==> src/sv/base64_stream_decoder_top_macros.svh <==
// Assertion helpers shared by the decoder RTL.
`ifndef BASE64_STREAM_DECODER_TOP_MACROS_SVH
`define BASE64_STREAM_DECODER_TOP_MACROS_SVH

// Property that must hold at every clock edge outside reset.
`define B64D_ASSERT_ALWAYS(lbl, prop, msg) \
    lbl: assert property (@(posedge clk) disable iff (!rst_n) (prop)) else $error(msg);

// Implication checked in the cycle after the trigger.
`define B64D_ASSERT_NEXT(lbl, pre, post, msg) \
    lbl: assert property (@(posedge clk) disable iff (!rst_n) (pre) |=> (post)) else $error(msg);

`endif

==> src/sv/b64d_pkg.sv <==
`default_nettype none

package b64d_pkg;

    // Item opcodes and result codes.
    localparam logic OP_CHAR     = 1'b0;
    localparam logic OP_END      = 1'b1;
    localparam logic KIND_DATA   = 1'b0;
    localparam logic KIND_END    = 1'b1;
    localparam logic STATUS_OK   = 1'b0;
    localparam logic STATUS_BAD  = 1'b1;

    // Characters with special handling.
    localparam logic [7:0] CH_DASH  = 8'h2D;
    localparam logic [7:0] CH_UNDER = 8'h5F;
    localparam logic [7:0] CH_PLUS  = 8'h2B;
    localparam logic [7:0] CH_SLASH = 8'h2F;
    localparam logic [7:0] CH_EQ    = 8'h3D;

    localparam logic [6:0] PAD_CODE = 7'h7F;
    localparam logic [7:0] NO_CODE  = 8'hFF;

    localparam int          QUEUE_DEPTH = 4;
    localparam int          QPTR_W      = $clog2(QUEUE_DEPTH);
    localparam logic [1:0]  LAST_IDX_1  = 2'd0;
    localparam logic [1:0]  LAST_IDX_2  = 2'd1;
    localparam logic [1:0]  LAST_IDX_3  = 2'd2;

    // One queued job: a data group (1..3 bytes) or an end-of-stream status.
    typedef struct packed {
        logic            is_end;
        logic            status;
        logic [1:0]      last_idx;
        logic [2:0][7:0] bytes;
    } job_t;

    // Queue flags passed to the front and back ends.
    typedef struct packed {
        logic empty;
        logic full;
    } q_flags_t;

    // 7-bit character to 6-bit code, PAD_CODE, or NO_CODE.
    function automatic logic [7:0] b64_lookup(input logic [6:0] c);
        logic [7:0] r;
        r = NO_CODE;
        if (c >= 7'h41 && c <= 7'h5A)
            r = {1'b0, 7'(c - 7'h41)};
        else if (c >= 7'h61 && c <= 7'h7A)
            r = {1'b0, 7'(c - 7'h61 + 7'd26)};
        else if (c >= 7'h30 && c <= 7'h39)
            r = {1'b0, 7'(c - 7'h30 + 7'd52)};
        else if (c == CH_PLUS[6:0])
            r = 8'h3E;
        else if (c == CH_SLASH[6:0])
            r = 8'h3F;
        else if (c == CH_EQ[6:0])
            r = {1'b0, PAD_CODE};
        return r;
    endfunction

endpackage

`default_nettype wire

==> src/sv/b64d_stream_if.sv <==
`default_nettype none

// Character input channel.
interface b64d_in_if;
    logic       valid;
    logic       ready;
    logic       op;
    logic [7:0] char_in;

    modport source (output valid, output op, output char_in, input ready);
    modport sink   (input valid, input op, input char_in, output ready);
endinterface

// Result output channel.
interface b64d_out_if;
    logic       valid;
    logic       ready;
    logic       kind;
    logic [7:0] byte_out;
    logic       status;
    logic       last;

    modport source (output valid, output kind, output byte_out, output status,
                    output last, input ready);
    modport sink   (input valid, input kind, input byte_out, input status,
                    input last, output ready);
endinterface

`default_nettype wire

==> src/sv/b64d_front.sv <==
`default_nettype none

module b64d_front (
    input  wire logic              clk,
    input  wire logic              rst_n,
    input  wire logic              cfg_we,
    input  wire logic              cfg_wdata,
    input  wire logic              in_valid,
    output logic                   in_ready,
    input  wire logic              in_op,
    input  wire logic [7:0]        in_char,
    input  wire b64d_pkg::q_flags_t q_flags,
    output logic                   push,
    output b64d_pkg::job_t         push_job
);
    import b64d_pkg::*;

    logic            alt_alpha_reg;
    logic [2:0][6:0] codes_reg, codes_next;
    logic [1:0]      count_reg, count_next;
    logic            failed_reg, failed_next;

    logic            accept;
    logic [7:0]      ch;
    logic [7:0]      code;
    logic [6:0]      c3;
    logic            bad_pad;

    assign in_ready = !q_flags.full;
    assign accept   = in_valid && in_ready;

    always_comb
    begin
        ch = in_char;
        if (alt_alpha_reg && in_char == CH_DASH)
            ch = CH_PLUS;
        else if (alt_alpha_reg && in_char == CH_UNDER)
            ch = CH_SLASH;
    end

    assign code    = b64_lookup(ch[6:0]);
    assign c3      = code[6:0];
    assign bad_pad = (codes_reg[0] == PAD_CODE) || (codes_reg[1] == PAD_CODE) ||
                     (codes_reg[2] == PAD_CODE && c3 != PAD_CODE);

    always_comb
    begin
        codes_next  = codes_reg;
        count_next  = count_reg;
        failed_next = failed_reg;
        push        = 1'b0;
        push_job    = '0;
        if (accept)
        begin
            if (in_op == OP_END)
            begin
                push            = 1'b1;
                push_job.is_end = 1'b1;
                push_job.status = (failed_reg || count_reg != 2'd0) ? STATUS_BAD
                                                                    : STATUS_OK;
                push_job.last_idx = LAST_IDX_1;
                codes_next  = '0;
                count_next  = 2'd0;
                failed_next = 1'b0;
            end
            else if (!ch[7] && !failed_reg && code != NO_CODE)
            begin
                if (count_reg != 2'd3)
                begin
                    codes_next[count_reg] = c3;
                    count_next = 2'(count_reg + 2'd1);
                end
                else
                begin
                    codes_next = '0;
                    count_next = 2'd0;
                    if (bad_pad)
                        failed_next = 1'b1;
                    else
                    begin
                        push = 1'b1;
                        push_job.status   = STATUS_OK;
                        push_job.bytes[0] = {codes_reg[0][5:0], codes_reg[1][5:4]};
                        push_job.bytes[1] = {codes_reg[1][3:0], codes_reg[2][5:2]};
                        push_job.bytes[2] = {codes_reg[2][1:0], c3[5:0]};
                        if (codes_reg[2] == PAD_CODE)
                            push_job.last_idx = LAST_IDX_1;
                        else if (c3 == PAD_CODE)
                            push_job.last_idx = LAST_IDX_2;
                        else
                            push_job.last_idx = LAST_IDX_3;
                    end
                end
            end
        end
    end

    always_ff @(posedge clk or negedge rst_n)
    begin
        if (!rst_n)
        begin
            alt_alpha_reg <= 1'b0;
            codes_reg     <= '0;
            count_reg     <= 2'd0;
            failed_reg    <= 1'b0;
        end
        else
        begin
            if (cfg_we)
                alt_alpha_reg <= cfg_wdata;
            codes_reg  <= codes_next;
            count_reg  <= count_next;
            failed_reg <= failed_next;
        end
    end

`include "base64_stream_decoder_top_macros.svh"

    `B64D_ASSERT_NEXT(a_end_clears, accept && in_op == OP_END, count_reg == 2'd0 && !failed_reg, "end item did not clear group state")
    `B64D_ASSERT_ALWAYS(a_no_push_failed, !(push && !push_job.is_end && failed_reg), "data job pushed after failure")

endmodule

`default_nettype wire

==> src/sv/b64d_queue.sv <==
`default_nettype none

module b64d_queue (
    input  wire logic               clk,
    input  wire logic               rst_n,
    input  wire logic               push,
    input  wire b64d_pkg::job_t     push_job,
    input  wire logic               pop,
    output b64d_pkg::job_t          head_job,
    output b64d_pkg::q_flags_t      flags
);
    import b64d_pkg::*;

    job_t              mem [QUEUE_DEPTH];
    logic [QPTR_W-1:0] wr_ptr_reg, rd_ptr_reg;
    logic [QPTR_W:0]   count_reg, count_next;

    assign flags.empty = (count_reg == '0);
    assign flags.full  = (count_reg == (QPTR_W+1)'(QUEUE_DEPTH));
    assign head_job    = mem[rd_ptr_reg];

    always_comb
    begin
        count_next = count_reg;
        if (push && !pop)
            count_next = count_reg + 1'b1;
        else if (pop && !push)
            count_next = count_reg - 1'b1;
    end

    always_ff @(posedge clk)
    begin
        if (push)
            mem[wr_ptr_reg] <= push_job;
    end

    always_ff @(posedge clk or negedge rst_n)
    begin
        if (!rst_n)
        begin
            wr_ptr_reg <= '0;
            rd_ptr_reg <= '0;
            count_reg  <= '0;
        end
        else
        begin
            if (push)
                wr_ptr_reg <= wr_ptr_reg + 1'b1;
            if (pop)
                rd_ptr_reg <= rd_ptr_reg + 1'b1;
            count_reg <= count_next;
        end
    end

`include "base64_stream_decoder_top_macros.svh"

    `B64D_ASSERT_ALWAYS(a_no_overflow, !(push && flags.full), "push into full queue")
    `B64D_ASSERT_ALWAYS(a_no_underflow, !(pop && flags.empty), "pop from empty queue")

endmodule

`default_nettype wire

==> src/sv/b64d_back.sv <==
`default_nettype none

module b64d_back (
    input  wire logic               clk,
    input  wire logic               rst_n,
    input  wire b64d_pkg::job_t     head_job,
    input  wire b64d_pkg::q_flags_t q_flags,
    output logic                    pop,
    output logic                    out_valid,
    input  wire logic               out_ready,
    output logic                    out_kind,
    output logic [7:0]              out_byte,
    output logic                    out_status,
    output logic                    out_last
);
    import b64d_pkg::*;

    job_t       job_reg;
    logic       job_valid_reg;
    logic [1:0] idx_reg;

    logic       out_valid_reg;
    logic       kind_reg;
    logic [7:0] byte_reg;
    logic       status_reg;
    logic       last_reg;

    logic       load;
    logic       word_last;
    logic [7:0] word_byte;

    assign load      = job_valid_reg && (!out_valid_reg || out_ready);
    assign word_last = job_reg.is_end || (idx_reg == job_reg.last_idx);
    assign pop       = !q_flags.empty && (!job_valid_reg || (load && word_last));

    always_comb
    begin
        case (idx_reg)
            2'd0:    word_byte = job_reg.bytes[0];
            2'd1:    word_byte = job_reg.bytes[1];
            default: word_byte = job_reg.bytes[2];
        endcase
    end

    always_ff @(posedge clk or negedge rst_n)
    begin
        if (!rst_n)
        begin
            job_valid_reg <= 1'b0;
            idx_reg       <= 2'd0;
            out_valid_reg <= 1'b0;
        end
        else
        begin
            if (pop)
            begin
                job_valid_reg <= 1'b1;
                idx_reg       <= 2'd0;
            end
            else if (load && word_last)
                job_valid_reg <= 1'b0;
            else if (load)
                idx_reg <= idx_reg + 2'd1;

            if (load)
                out_valid_reg <= 1'b1;
            else if (out_ready)
                out_valid_reg <= 1'b0;
        end
    end

    always_ff @(posedge clk)
    begin
        if (pop)
            job_reg <= head_job;
        if (load)
        begin
            kind_reg   <= job_reg.is_end ? KIND_END : KIND_DATA;
            byte_reg   <= job_reg.is_end ? 8'h00 : word_byte;
            status_reg <= job_reg.is_end ? job_reg.status : STATUS_OK;
            last_reg   <= word_last;
        end
    end

    assign out_valid  = out_valid_reg;
    assign out_kind   = kind_reg;
    assign out_byte   = byte_reg;
    assign out_status = status_reg;
    assign out_last   = last_reg;

`include "base64_stream_decoder_top_macros.svh"

    `B64D_ASSERT_ALWAYS(a_end_is_last, !(out_valid_reg && kind_reg == KIND_END && !last_reg), "end status word without last")

endmodule

`default_nettype wire

==> src/sv/base64_stream_decoder_top.sv <==
// Streaming base64 decoder (standard or url-safe alphabet).
// in_ch  : one word per character, op selects character or end of stream.
// out_ch : decoded bytes (kind data), then one status word (kind end) per
//          end of stream; last marks the final word caused by one input word.
// cfg_we / cfg_wdata: url-safe alphabet select, written while idle.
// Throughput: one input word per cycle while the job queue is not full;
//             one output word per cycle while the receiver is ready.
// Path: the front classifies and gathers codes in the accept cycle and
//       pushes a job into a 4-entry job queue, which feeds the back end;
//       the back end serializes each job into output words.
// A four-character group yields at most 3 bytes, so the back end keeps up
// with one character per cycle.
// Receiver stall: the output register holds its word, the back end stops,
// the job queue fills and then in_ch.ready drops.
// Reset: clears the group, the failure flag, the queue and url-safe mode.
// After a format error no more bytes come out until the end word, whose
// status reports invalid; bytes given earlier in that stream are suspect.
`default_nettype none

module base64_stream_decoder_top (
    input  wire logic  clk,
    input  wire logic  rst_n,
    b64d_in_if.sink    in_ch,
    b64d_out_if.source out_ch,
    input  wire logic  cfg_we,
    input  wire logic  cfg_wdata
);
    import b64d_pkg::*;

    // front -> queue
    logic     push;
    job_t     push_job;
    // queue -> back
    logic     pop;
    job_t     head_job;
    q_flags_t q_flags;

    // Front: lookup, padding checks, group gathering, sticky failure.
    b64d_front u_front (
        .clk       (clk),
        .rst_n     (rst_n),
        .cfg_we    (cfg_we),
        .cfg_wdata (cfg_wdata),
        .in_valid  (in_ch.valid),
        .in_ready  (in_ch.ready),
        .in_op     (in_ch.op),
        .in_char   (in_ch.char_in),
        .q_flags   (q_flags),
        .push      (push),
        .push_job  (push_job)
    );

    // Job queue decouples character intake from byte output.
    b64d_queue u_queue (
        .clk      (clk),
        .rst_n    (rst_n),
        .push     (push),
        .push_job (push_job),
        .pop      (pop),
        .head_job (head_job),
        .flags    (q_flags)
    );

    // Back: serializes each job into output words.
    b64d_back u_back (
        .clk        (clk),
        .rst_n      (rst_n),
        .head_job   (head_job),
        .q_flags    (q_flags),
        .pop        (pop),
        .out_valid  (out_ch.valid),
        .out_ready  (out_ch.ready),
        .out_kind   (out_ch.kind),
        .out_byte   (out_ch.byte_out),
        .out_status (out_ch.status),
        .out_last   (out_ch.last)
    );

endmodule

`default_nettype wire

==> src/flat_wrapper.sv <==
// flat-port wrapper written by rule: the top's interface ports become plain ports
module base64_stream_decoder_top_flat import b64d_pkg::*;
  (clk, rst_n, cfg_we, cfg_wdata, in_ch_valid, in_ch_op, in_ch_char_in, in_ch_ready, out_ch_valid, out_ch_kind, out_ch_byte_out, out_ch_status, out_ch_last, out_ch_ready);
  b64d_in_if in_ch_i ();
  b64d_out_if out_ch_i ();
  input  wire logic clk;
  input  wire logic rst_n;
  input  wire logic cfg_we;
  input  wire logic cfg_wdata;
  input wire logic [$bits(in_ch_i.valid)-1:0] in_ch_valid;
  input wire logic [$bits(in_ch_i.op)-1:0] in_ch_op;
  input wire logic [$bits(in_ch_i.char_in)-1:0] in_ch_char_in;
  output wire logic [$bits(in_ch_i.ready)-1:0] in_ch_ready;
  output wire logic [$bits(out_ch_i.valid)-1:0] out_ch_valid;
  output wire logic [$bits(out_ch_i.kind)-1:0] out_ch_kind;
  output wire logic [$bits(out_ch_i.byte_out)-1:0] out_ch_byte_out;
  output wire logic [$bits(out_ch_i.status)-1:0] out_ch_status;
  output wire logic [$bits(out_ch_i.last)-1:0] out_ch_last;
  input wire logic [$bits(out_ch_i.ready)-1:0] out_ch_ready;
  assign in_ch_i.valid = in_ch_valid;
  assign in_ch_i.op = in_ch_op;
  assign in_ch_i.char_in = in_ch_char_in;
  assign in_ch_ready = in_ch_i.ready;
  assign out_ch_valid = out_ch_i.valid;
  assign out_ch_kind = out_ch_i.kind;
  assign out_ch_byte_out = out_ch_i.byte_out;
  assign out_ch_status = out_ch_i.status;
  assign out_ch_last = out_ch_i.last;
  assign out_ch_i.ready = out_ch_ready;
  base64_stream_decoder_top u_core (.clk(clk), .rst_n(rst_n), .in_ch(in_ch_i), .out_ch(out_ch_i), .cfg_we(cfg_we), .cfg_wdata(cfg_wdata));
endmodule
==> config.mk <==
export PLATFORM = sky130hd
export DESIGN_NAME = base64_stream_decoder_top_flat
export DESIGN_NICKNAME = d
export VERILOG_FILES = /design/src/sv/b64d_pkg.sv /design/src/sv/b64d_stream_if.sv /design/src/sv/b64d_front.sv /design/src/sv/b64d_queue.sv /design/src/sv/b64d_back.sv /design/src/sv/base64_stream_decoder_top.sv /design/src/flat_wrapper.sv
export VERILOG_INCLUDE_DIRS = /design/src /design/src/sv
export SDC_FILE = /design/constraint.sdc
export NUM_CORES = 1
export LEC_CHECK = 0
export BUFFER_PORTS_ARGS = -buffer_cell sky130_fd_sc_hd__clkbuf_2
export CAP_MARGIN = 20
export CORE_ASPECT_RATIO = 0.6
export CORE_MARGIN = 4
export CORE_UTILIZATION = 62
export CTS_CLUSTER_DIAMETER = 120
export DETAILED_ROUTE_END_ITERATION = 12
export PLACE_DENSITY_LB_ADDON = 0.15
export SLEW_MARGIN = 0
export SYNTH_ARGS = -nofsm -noshare
export SYNTH_HDL_FRONTEND = slang
export SYNTH_SLANG_ARGS = --single-unit
==> constraint.sdc <==
create_clock -name clk -period 5.04 [get_ports clk]
set_input_delay 1.008 -clock clk [delete_from_list [all_inputs] [get_ports clk]]
set_output_delay 1.008 -clock clk [all_outputs]
set_load 0.005 [all_outputs]
* Word-level counts from Yosys, hierarchy flattened
Memory sizes are Yosys's and may differ from the RTL's. A register that Yosys moved wholly into a read port is not among the register bits. Cells that the tools add are included.
Storage, ports and cells: RAM bits 112, flip-flop bits (word level) 47, word-level logic and storage cells 143, memories 1
Cells by class: $lt $le $gt $ge 8, equal/unequal tests 17, $add $sub $neg 11, reduce and logical (&&, ||, !) cells 41, multiplexer cells 49
Memory list:
- u_core.u_queue.mem | words 4, bits a word 28, rd ports 1, clocked after memory_dff 1, write ports 1, RTL line b64d_queue.sv:14 | job_t mem [QUEUE_DEPTH];
Operator list (count):
- 26-bit two-way mux | 3
- 8-bit two-way mux | 8
- 21-bit two-way mux | 3
- 7-bit == test (second input constant) | 4
- 28-bit two-way mux | 1
- 24-bit two-way mux | 1
- 21-bit bitwise mux | 1
- 7-bit by 6-bit == test with 1-bit output (second input constant) | 3
- 1-bit two-way mux | 18
- 2-bit two-way mux | 8
- 8-bit one-hot mux with 2 select lines | 1
- 1-bit logical AND | 15
- 7-bit demux with 2-bit select | 1
- 7-bit >= comparator (second input constant) | 2
- 7-bit <= comparator (second input constant) | 2
- 2-bit nonzero test | 7
- 7-bit subtractor (second input constant) | 2
- 3-bit two-way mux | 3
- 2-bit by 1-bit adder with 2-bit output (second input constant) | 4
- 8-bit by 6-bit == test with 1-bit output (second input constant) | 1
- 8-bit by 7-bit == test with 1-bit output (second input constant) | 1
- 1-bit logical NOT | 8
- 8-bit inequality test (second input constant) | 1
- 7-bit by 5-bit adder with 7-bit output (second input constant) | 1
- 20 further kinds | 27

* Logic depth before layout (Yosys ltp)
depth after elaboration 23, mapped depth 20

* Modules after synthesis
Synthesis repeated with hierarchy kept, for this count alone.
Second synthesis, totals: cells, all modules 539, area total of the unflattened synthesis 8454.4 um^2
By module, submodules not included:
- b64d_queue | instances 1, area each 4435.5 um^2, seq. area each 3538.4 um^2, cells an instance 180
- b64d_front | instances 1, area each 2396.0 um^2, seq. area each 625.6 um^2, cells an instance 259
- b64d_back | instances 1, area each 1622.8 um^2, seq. area each 1271.2 um^2, cells an instance 100

* Least setup slack after synthesis
No wires, ideal clock.
path type input-to-reg, start point in in_ch_char_in[6], end point mem u_core.u_queue.mem[0][0] (netlist name), enable pin, library setup time 0.387 ns, stages 14, slack 0.212 ns, path buffers 1, arrival 4.441 ns, cell sequence nand2b_1 nor2_1 nand3_1 o21ai_0 ha_1 nand2_1 and3_1 or3_1 buf_2 or4_4 a211oi_2 a21boi_2 o21ai_4 and2_1
Between the ends: word-level cells in the longest chain between the ends 20
RTL lines:
- start: declaration | RTL line flat_wrapper.sv:12 | input wire logic [$bits(in_ch_i.char_in)-1:0] in_ch_char_in;
- 8-bit by 7-bit == test with 1-bit output | RTL line b64d_front.sv:37 | else if (alt_alpha_reg && in_char == CH_UNDER)
- 1-bit logical AND | RTL line b64d_front.sv:37
- 8-bit two-way mux | RTL line b64d_front.sv:37
- 8-bit two-way mux (*) | RTL line b64d_front.sv:35 | if (alt_alpha_reg && in_char == CH_DASH)
- parallel branches: the longest is 11 deep, another holds 7-bit by 6-bit subtractor with 7-bit output
- 1-bit two-way mux (*) | RTL line b64d_front.sv:66 | else if (!ch[7] && !failed_reg && code != NO_CODE)
- 1-bit two-way mux (*) | RTL line b64d_front.sv:55 | if (in_op == OP_END)
- 1-bit two-way mux (*) | RTL line b64d_front.sv:53 | if (accept)
- via u_core.push | RTL line base64_stream_decoder_top.sv:31 | logic push;
- 1-bit two-way mux (*) | RTL line b64d_queue.sv:33 | if (push)
- 1-bit two-way mux (implied by the code) (*) | RTL line b64d_queue.sv:34 | mem[wr_ptr_reg] <= push_job;
- end: declaration | RTL line b64d_queue.sv:14
Mark *: on every way through the listed nets, which the timed path passes.

* Final worst setup path
start point in in_ch_char_in[6], end point reg u_core.u_queue.count_reg[2]
Between the ends: word-level cells in the longest chain between the ends 21
RTL lines:
- 8-bit by 7-bit == test with 1-bit output | RTL line b64d_front.sv:37
- 1-bit logical AND | RTL line b64d_front.sv:37
- 8-bit two-way mux | RTL line b64d_front.sv:37
- 8-bit two-way mux (*) | RTL line b64d_front.sv:35
- parallel branches: the longest is 11 deep, another holds 7-bit by 6-bit subtractor with 7-bit output
- 1-bit two-way mux (*) | RTL line b64d_front.sv:66
- 1-bit two-way mux (*) | RTL line b64d_front.sv:55
- 1-bit two-way mux (*) | RTL line b64d_front.sv:53
- via u_core.push | RTL line base64_stream_decoder_top.sv:31
- 1-bit logical NOT | RTL line b64d_queue.sv:27 | else if (pop && !push)
- 1-bit logical AND | RTL line b64d_queue.sv:27
- 2-bit nonzero test (no line)
- end signal: assignment | RTL line b64d_queue.sv:51 | count_reg <= count_next;
- end: declaration | RTL line b64d_queue.sv:16 | logic [QPTR_W:0] count_reg, count_next;
Marks and branches as above. A chain may end at the register's enable or synchronous reset.

==> tab_implementation.tex <==
\begin{tabular}{lr}
\hline
Metric & Value \\
\hline
\multicolumn{2}{l}{\textbf{Logic synthesis}} \\
Top FF cell, synth & edfxtp\_1 \\
Syn Nets & 549 \\
Count of flip-flops with a built-in enable after synthesis & 151 \\
Distinct cell type count of the synthesized netlist & 65 \\
Sequential cell area fraction in the yosys report & 66.9\% \\
Post-Syn Area per Cell & 15.8 µm² \\
Register bit count reported by yosys & 187 \\
Synthesized cell area & 0.00812 mm² \\
Post-Syn Instances & 513 \\
Yosys warns & 0 \\
Async set or reset register ratio after synthesis & 19.3\% \\
\multicolumn{2}{l}{\textbf{Power}} \\
Switch Pwr & 1.44 mW \\
Sequential group share of total power & 49.0\% \\
Sw Ratio & 30.5\% \\
Leakage power & 3.29 nW \\
Power density normalized to cell area & 518 mW/mm² \\
Internal Power & 3.27 mW \\
Largest voltage drop on the vdd net & 0.333 mV \\
Part of the total power dissipated in combinational logic & 24.4\% \\
Overall power after layout & 4.71 mW \\
Clock share of power & 26.7\% \\
\multicolumn{2}{l}{\textbf{Final layout}} \\
Share of post-route cells with drive strength above 1 & 22.6\% \\
Synthesis-to-finish area growth & 12.2\% \\
Final-stage net count & 590 \\
Cell area after layout & 0.00911 mm² \\
Top library cells by usage in the layout, fill and taps aside & edfxtp\_1 (151), dfrtp\_1 (35), mux4\_2 (28) \\
Fillers & 833 \\
Number of flip-flops in the largest register & 112 \\
Antenna diode count & 0 \\
Number of standard cells in the final layout excluding fillers & 737 \\
Most frequent standard cell in the layout excluding fill and tap cells & edfxtp\_1 \\
\multicolumn{2}{l}{\textbf{STA}} \\
Finish-stage setup viols & 0 \\
Post-layout minimum cycle time & 4600 ps \\
Max\_slew headroom & 27.2\% \\
Final worst slack & 441 ps \\
Maximum clock skew at final layout & 11.1 ps \\
Slew @ Worst Pin & 1090 ps \\
Part of the cycle the worst path needs & 91.3\% \\
Final-report hold violation count & 0 \\
Number of pins exceeding their max-slew limit in the final report & 0 \\
Maximum operating frequency & 217 MHz \\
Setup total negative slack & 0 ps \\
RSZ-0062 raised after global routing & false \\
\multicolumn{2}{l}{\textbf{Setup path}} \\
Crit path DAT & 4950 ps \\
Capturing element type of the critical path & register \\
Critical path peak fanout & 7 \\
Crit Reg-Reg Startpoint & u\_core.u\_front.alt\_alpha\_reg\$\_DFFE\_PN0P\_ \\
Critical Path Start & in\_ch\_char\_in[6] \\
Critical path class & primary input to register \\
Required time worst endpoint & 5390 ps \\
Startpoint type of the worst setup path & primary input \\
Number of cells on the worst reg-to-reg path & 17 \\
\multicolumn{2}{l}{\textbf{Place}} \\
Setup slack after placement & 39.0 ps \\
Gpl congestion & 0.865 \\
Placed Instance Area & 0.00850 mm² \\
Final HPWL DP & 11.1 mm \\
Port Buf Inserts & 27 \\
Placed cell count & 703 \\
\multicolumn{2}{l}{\textbf{CTS}} \\
Clock-pin slew reported for the worst setup and hold paths after clock tree synthesis & 70 ps \\
Skew-Pair Late Insertion Delay & 430 ps \\
Clock tree from TritonCTS & built \\
Number of H-tree levels & 4 \\
Resized cells post-CTS & 0 \\
Num Clock Sinks & 187 \\
Number of clock buffers inserted by TritonCTS & 17 \\
Cell chosen for the clock root & clkbuf\_16 \\
Setup Fix Bufs, Post-CTS & 0 \\
Number of hold buffers added after CTS & 0 \\
Deepest clock path buffer count & 2 \\
\multicolumn{2}{l}{\textbf{Detailed routing}} \\
Number of detailed-route iterations in the first pass & 5 \\
Initial drt markers & 451 \\
Number of vias in the routed layout & 4,676 \\
Total wirelength of the detailed-routed design & 17.0 mm \\
Via density & 6.34 \\
DRC violations left & 0 \\
Residual antenna-violating net count after detailed routing & 0 \\
Drt wl/cell & 23.1 µm \\
\multicolumn{2}{l}{\textbf{Global route}} \\
Total routing resource utilization after global routing & 24.4\% \\
Number of antenna violations at the first check in global routing & 0 \\
Number of global-route vias before repair & 4,722 \\
Aggregate global routing overflow & 0 \\
Largest net degree at the start of global routing & 37 \\
Wire length of the first global-routing pass & 27.5 mm \\
\multicolumn{2}{l}{\textbf{Worst hold path}} \\
Hold crit path type & primary input to asynchronous set/reset pin \\
\multicolumn{2}{l}{\textbf{Status}} \\
Run status & complete, no violations \\
\multicolumn{2}{l}{\textbf{Floorplan}} \\
Number of rows in the core area & 32 \\
Die area & 0.0151 mm² \\
Area inside the core boundary & 0.0128 mm² \\
Vert. Die Dim & 96.7 µm \\
Starting Density & 63.4\% \\
Boundary pin count & 28 \\
Die extent in x & 156 µm \\
\multicolumn{2}{l}{\textbf{Run}} \\
Number of max-cap violations & 0 \\
\hline
\end{tabular}
[through the flow]
step,hold WS [ps],utilization [%]
final,389,71.1
after global routing,384,71.1
after CTS,508,70.8
after detailed placement,494,66.4
after global placement,470,66.4
after floorplan,424,-
[area by class of cell]
class                   instances  area [µm²]  share of cell area, %
clock buffers                  17         425                   4.67
flip-flops and latches        187        5440                   59.7
well taps                     170         213                   2.33
inverters                      23        86.3                  0.948
repair buffers                 44         338                   3.71
clock inverters                15         141                   1.55
multi-input cells             281        2470                   27.1
[final timing paths]
path                                                                 end  slack [ps]
min in group clk                u_core.u_front.codes_reg[20]$_DFFE_PN0P_         510
worst max register to register   u_core.u_queue.count_reg[2]$_DFFE_PN0P_         920
max in group asynchronous       u_core.u_queue.rd_ptr_reg[0]$_DFFE_PN0P_        4220
worst min register to register  u_core.u_front.codes_reg[20]$_DFFE_PN0P_         510
worst min-delay path                u_core.u_back.idx_reg[0]$_DFFE_PN0P_         390
worst max-delay path             u_core.u_queue.count_reg[2]$_DFFE_PN0P_         440
[cell families (layout without fill, tap and decap cells)]
group                    after synthesis  in the layout  share of synthesized area (%)
XOR/XNOR                              13             13                           1.40
flip-flops                           187            187                           66.9
AO/OA/AOI/OAI                         97             97                           8.90
adder cells (fa/ha/maj)               21             21                           3.33
buffers and inverters                 45             99                           2.67
AND/OR/NAND/NOR                      116            116                           8.21
multiplexers                          34             34                           8.57
[critical path: stages]
cell      delay [ps]
clkbuf_2         110
nand2b_1         190
nor2_1           140
nand3_1           90
o21ai_0          270
ha_1             240
nand2_1           80
and3_1           160
or3_1            410
or4_4            540
a211oi_2         280
a21boi_2         150
o21ai_4          170
ha_1             210
inv_1             60
fa_1             370
xor2_1           170
nor2_1           120
xor2_1           160
[Yosys cell counts (3+ instances only)]
| master | number | area, µm² |
|---|---|---|
| a21oi_1 | 16 | 80.1 |
| a22o_1 | 8 | 70.1 |
| a22oi_1 | 10 | 75.1 |
| a31oi_1 | 4 | 25.0 |
| and2_1 | 24 | 150 |
| and3_1 | 5 | 31.3 |
| buf_1 | 3 | 11.3 |
| buf_6 | 5 | 56.3 |
| clkbuf_1 | 10 | 37.5 |
| dfrtp_1 | 36 | 901 |
| edfxtp_1 | 151 | 4530 |
| ha_1 | 20 | 250 |
| inv_1 | 23 | 86.3 |
| mux2_2 | 4 | 45.0 |
| mux4_2 | 28 | 631 |
| nand2_1 | 27 | 101 |
| nand2b_1 | 6 | 37.5 |
| nand3_1 | 7 | 35.0 |
| nor2_1 | 13 | 48.8 |
| nor2_2 | 5 | 31.3 |
| nor2b_1 | 3 | 18.8 |
| nor3_1 | 5 | 25.0 |
| o21a_1 | 5 | 37.5 |
| o21ai_0 | 17 | 85.1 |
| o22ai_1 | 3 | 18.8 |
| o2bb2ai_1 | 9 | 78.8 |
| o31ai_1 | 7 | 52.6 |
| or3_1 | 3 | 18.8 |
| xnor2_1 | 11 | 96.3 |
[power by group through the flow]
stage	Combinational (mW)	Clock, mW	Sequential, mW
after global routing	1.26	1.35	2.34
after floorplan	0.803	0	2.25
after CTS	1.07	1.27	2.37
after global placement	1.03	0	2.38
final	1.15	1.26	2.31
after detailed placement	1.06	0	2.40
[per-layer routing]
layer / share of wire, % / GRT usage, % / up-vias / wire length (µm)
met5: 0 / 0 / - / 0
met4: 1.2 / 6.99 / 0 / 211
met3: 7.9 / 5.14 / 21 / 1340
met2: 46 / 34.6 / 222 / 7770
met1: 45 / 38.7 / 2374 / 7690
li1: - / - / 2059 / -
No activity file was read; power rests on OpenSTA's default activity.
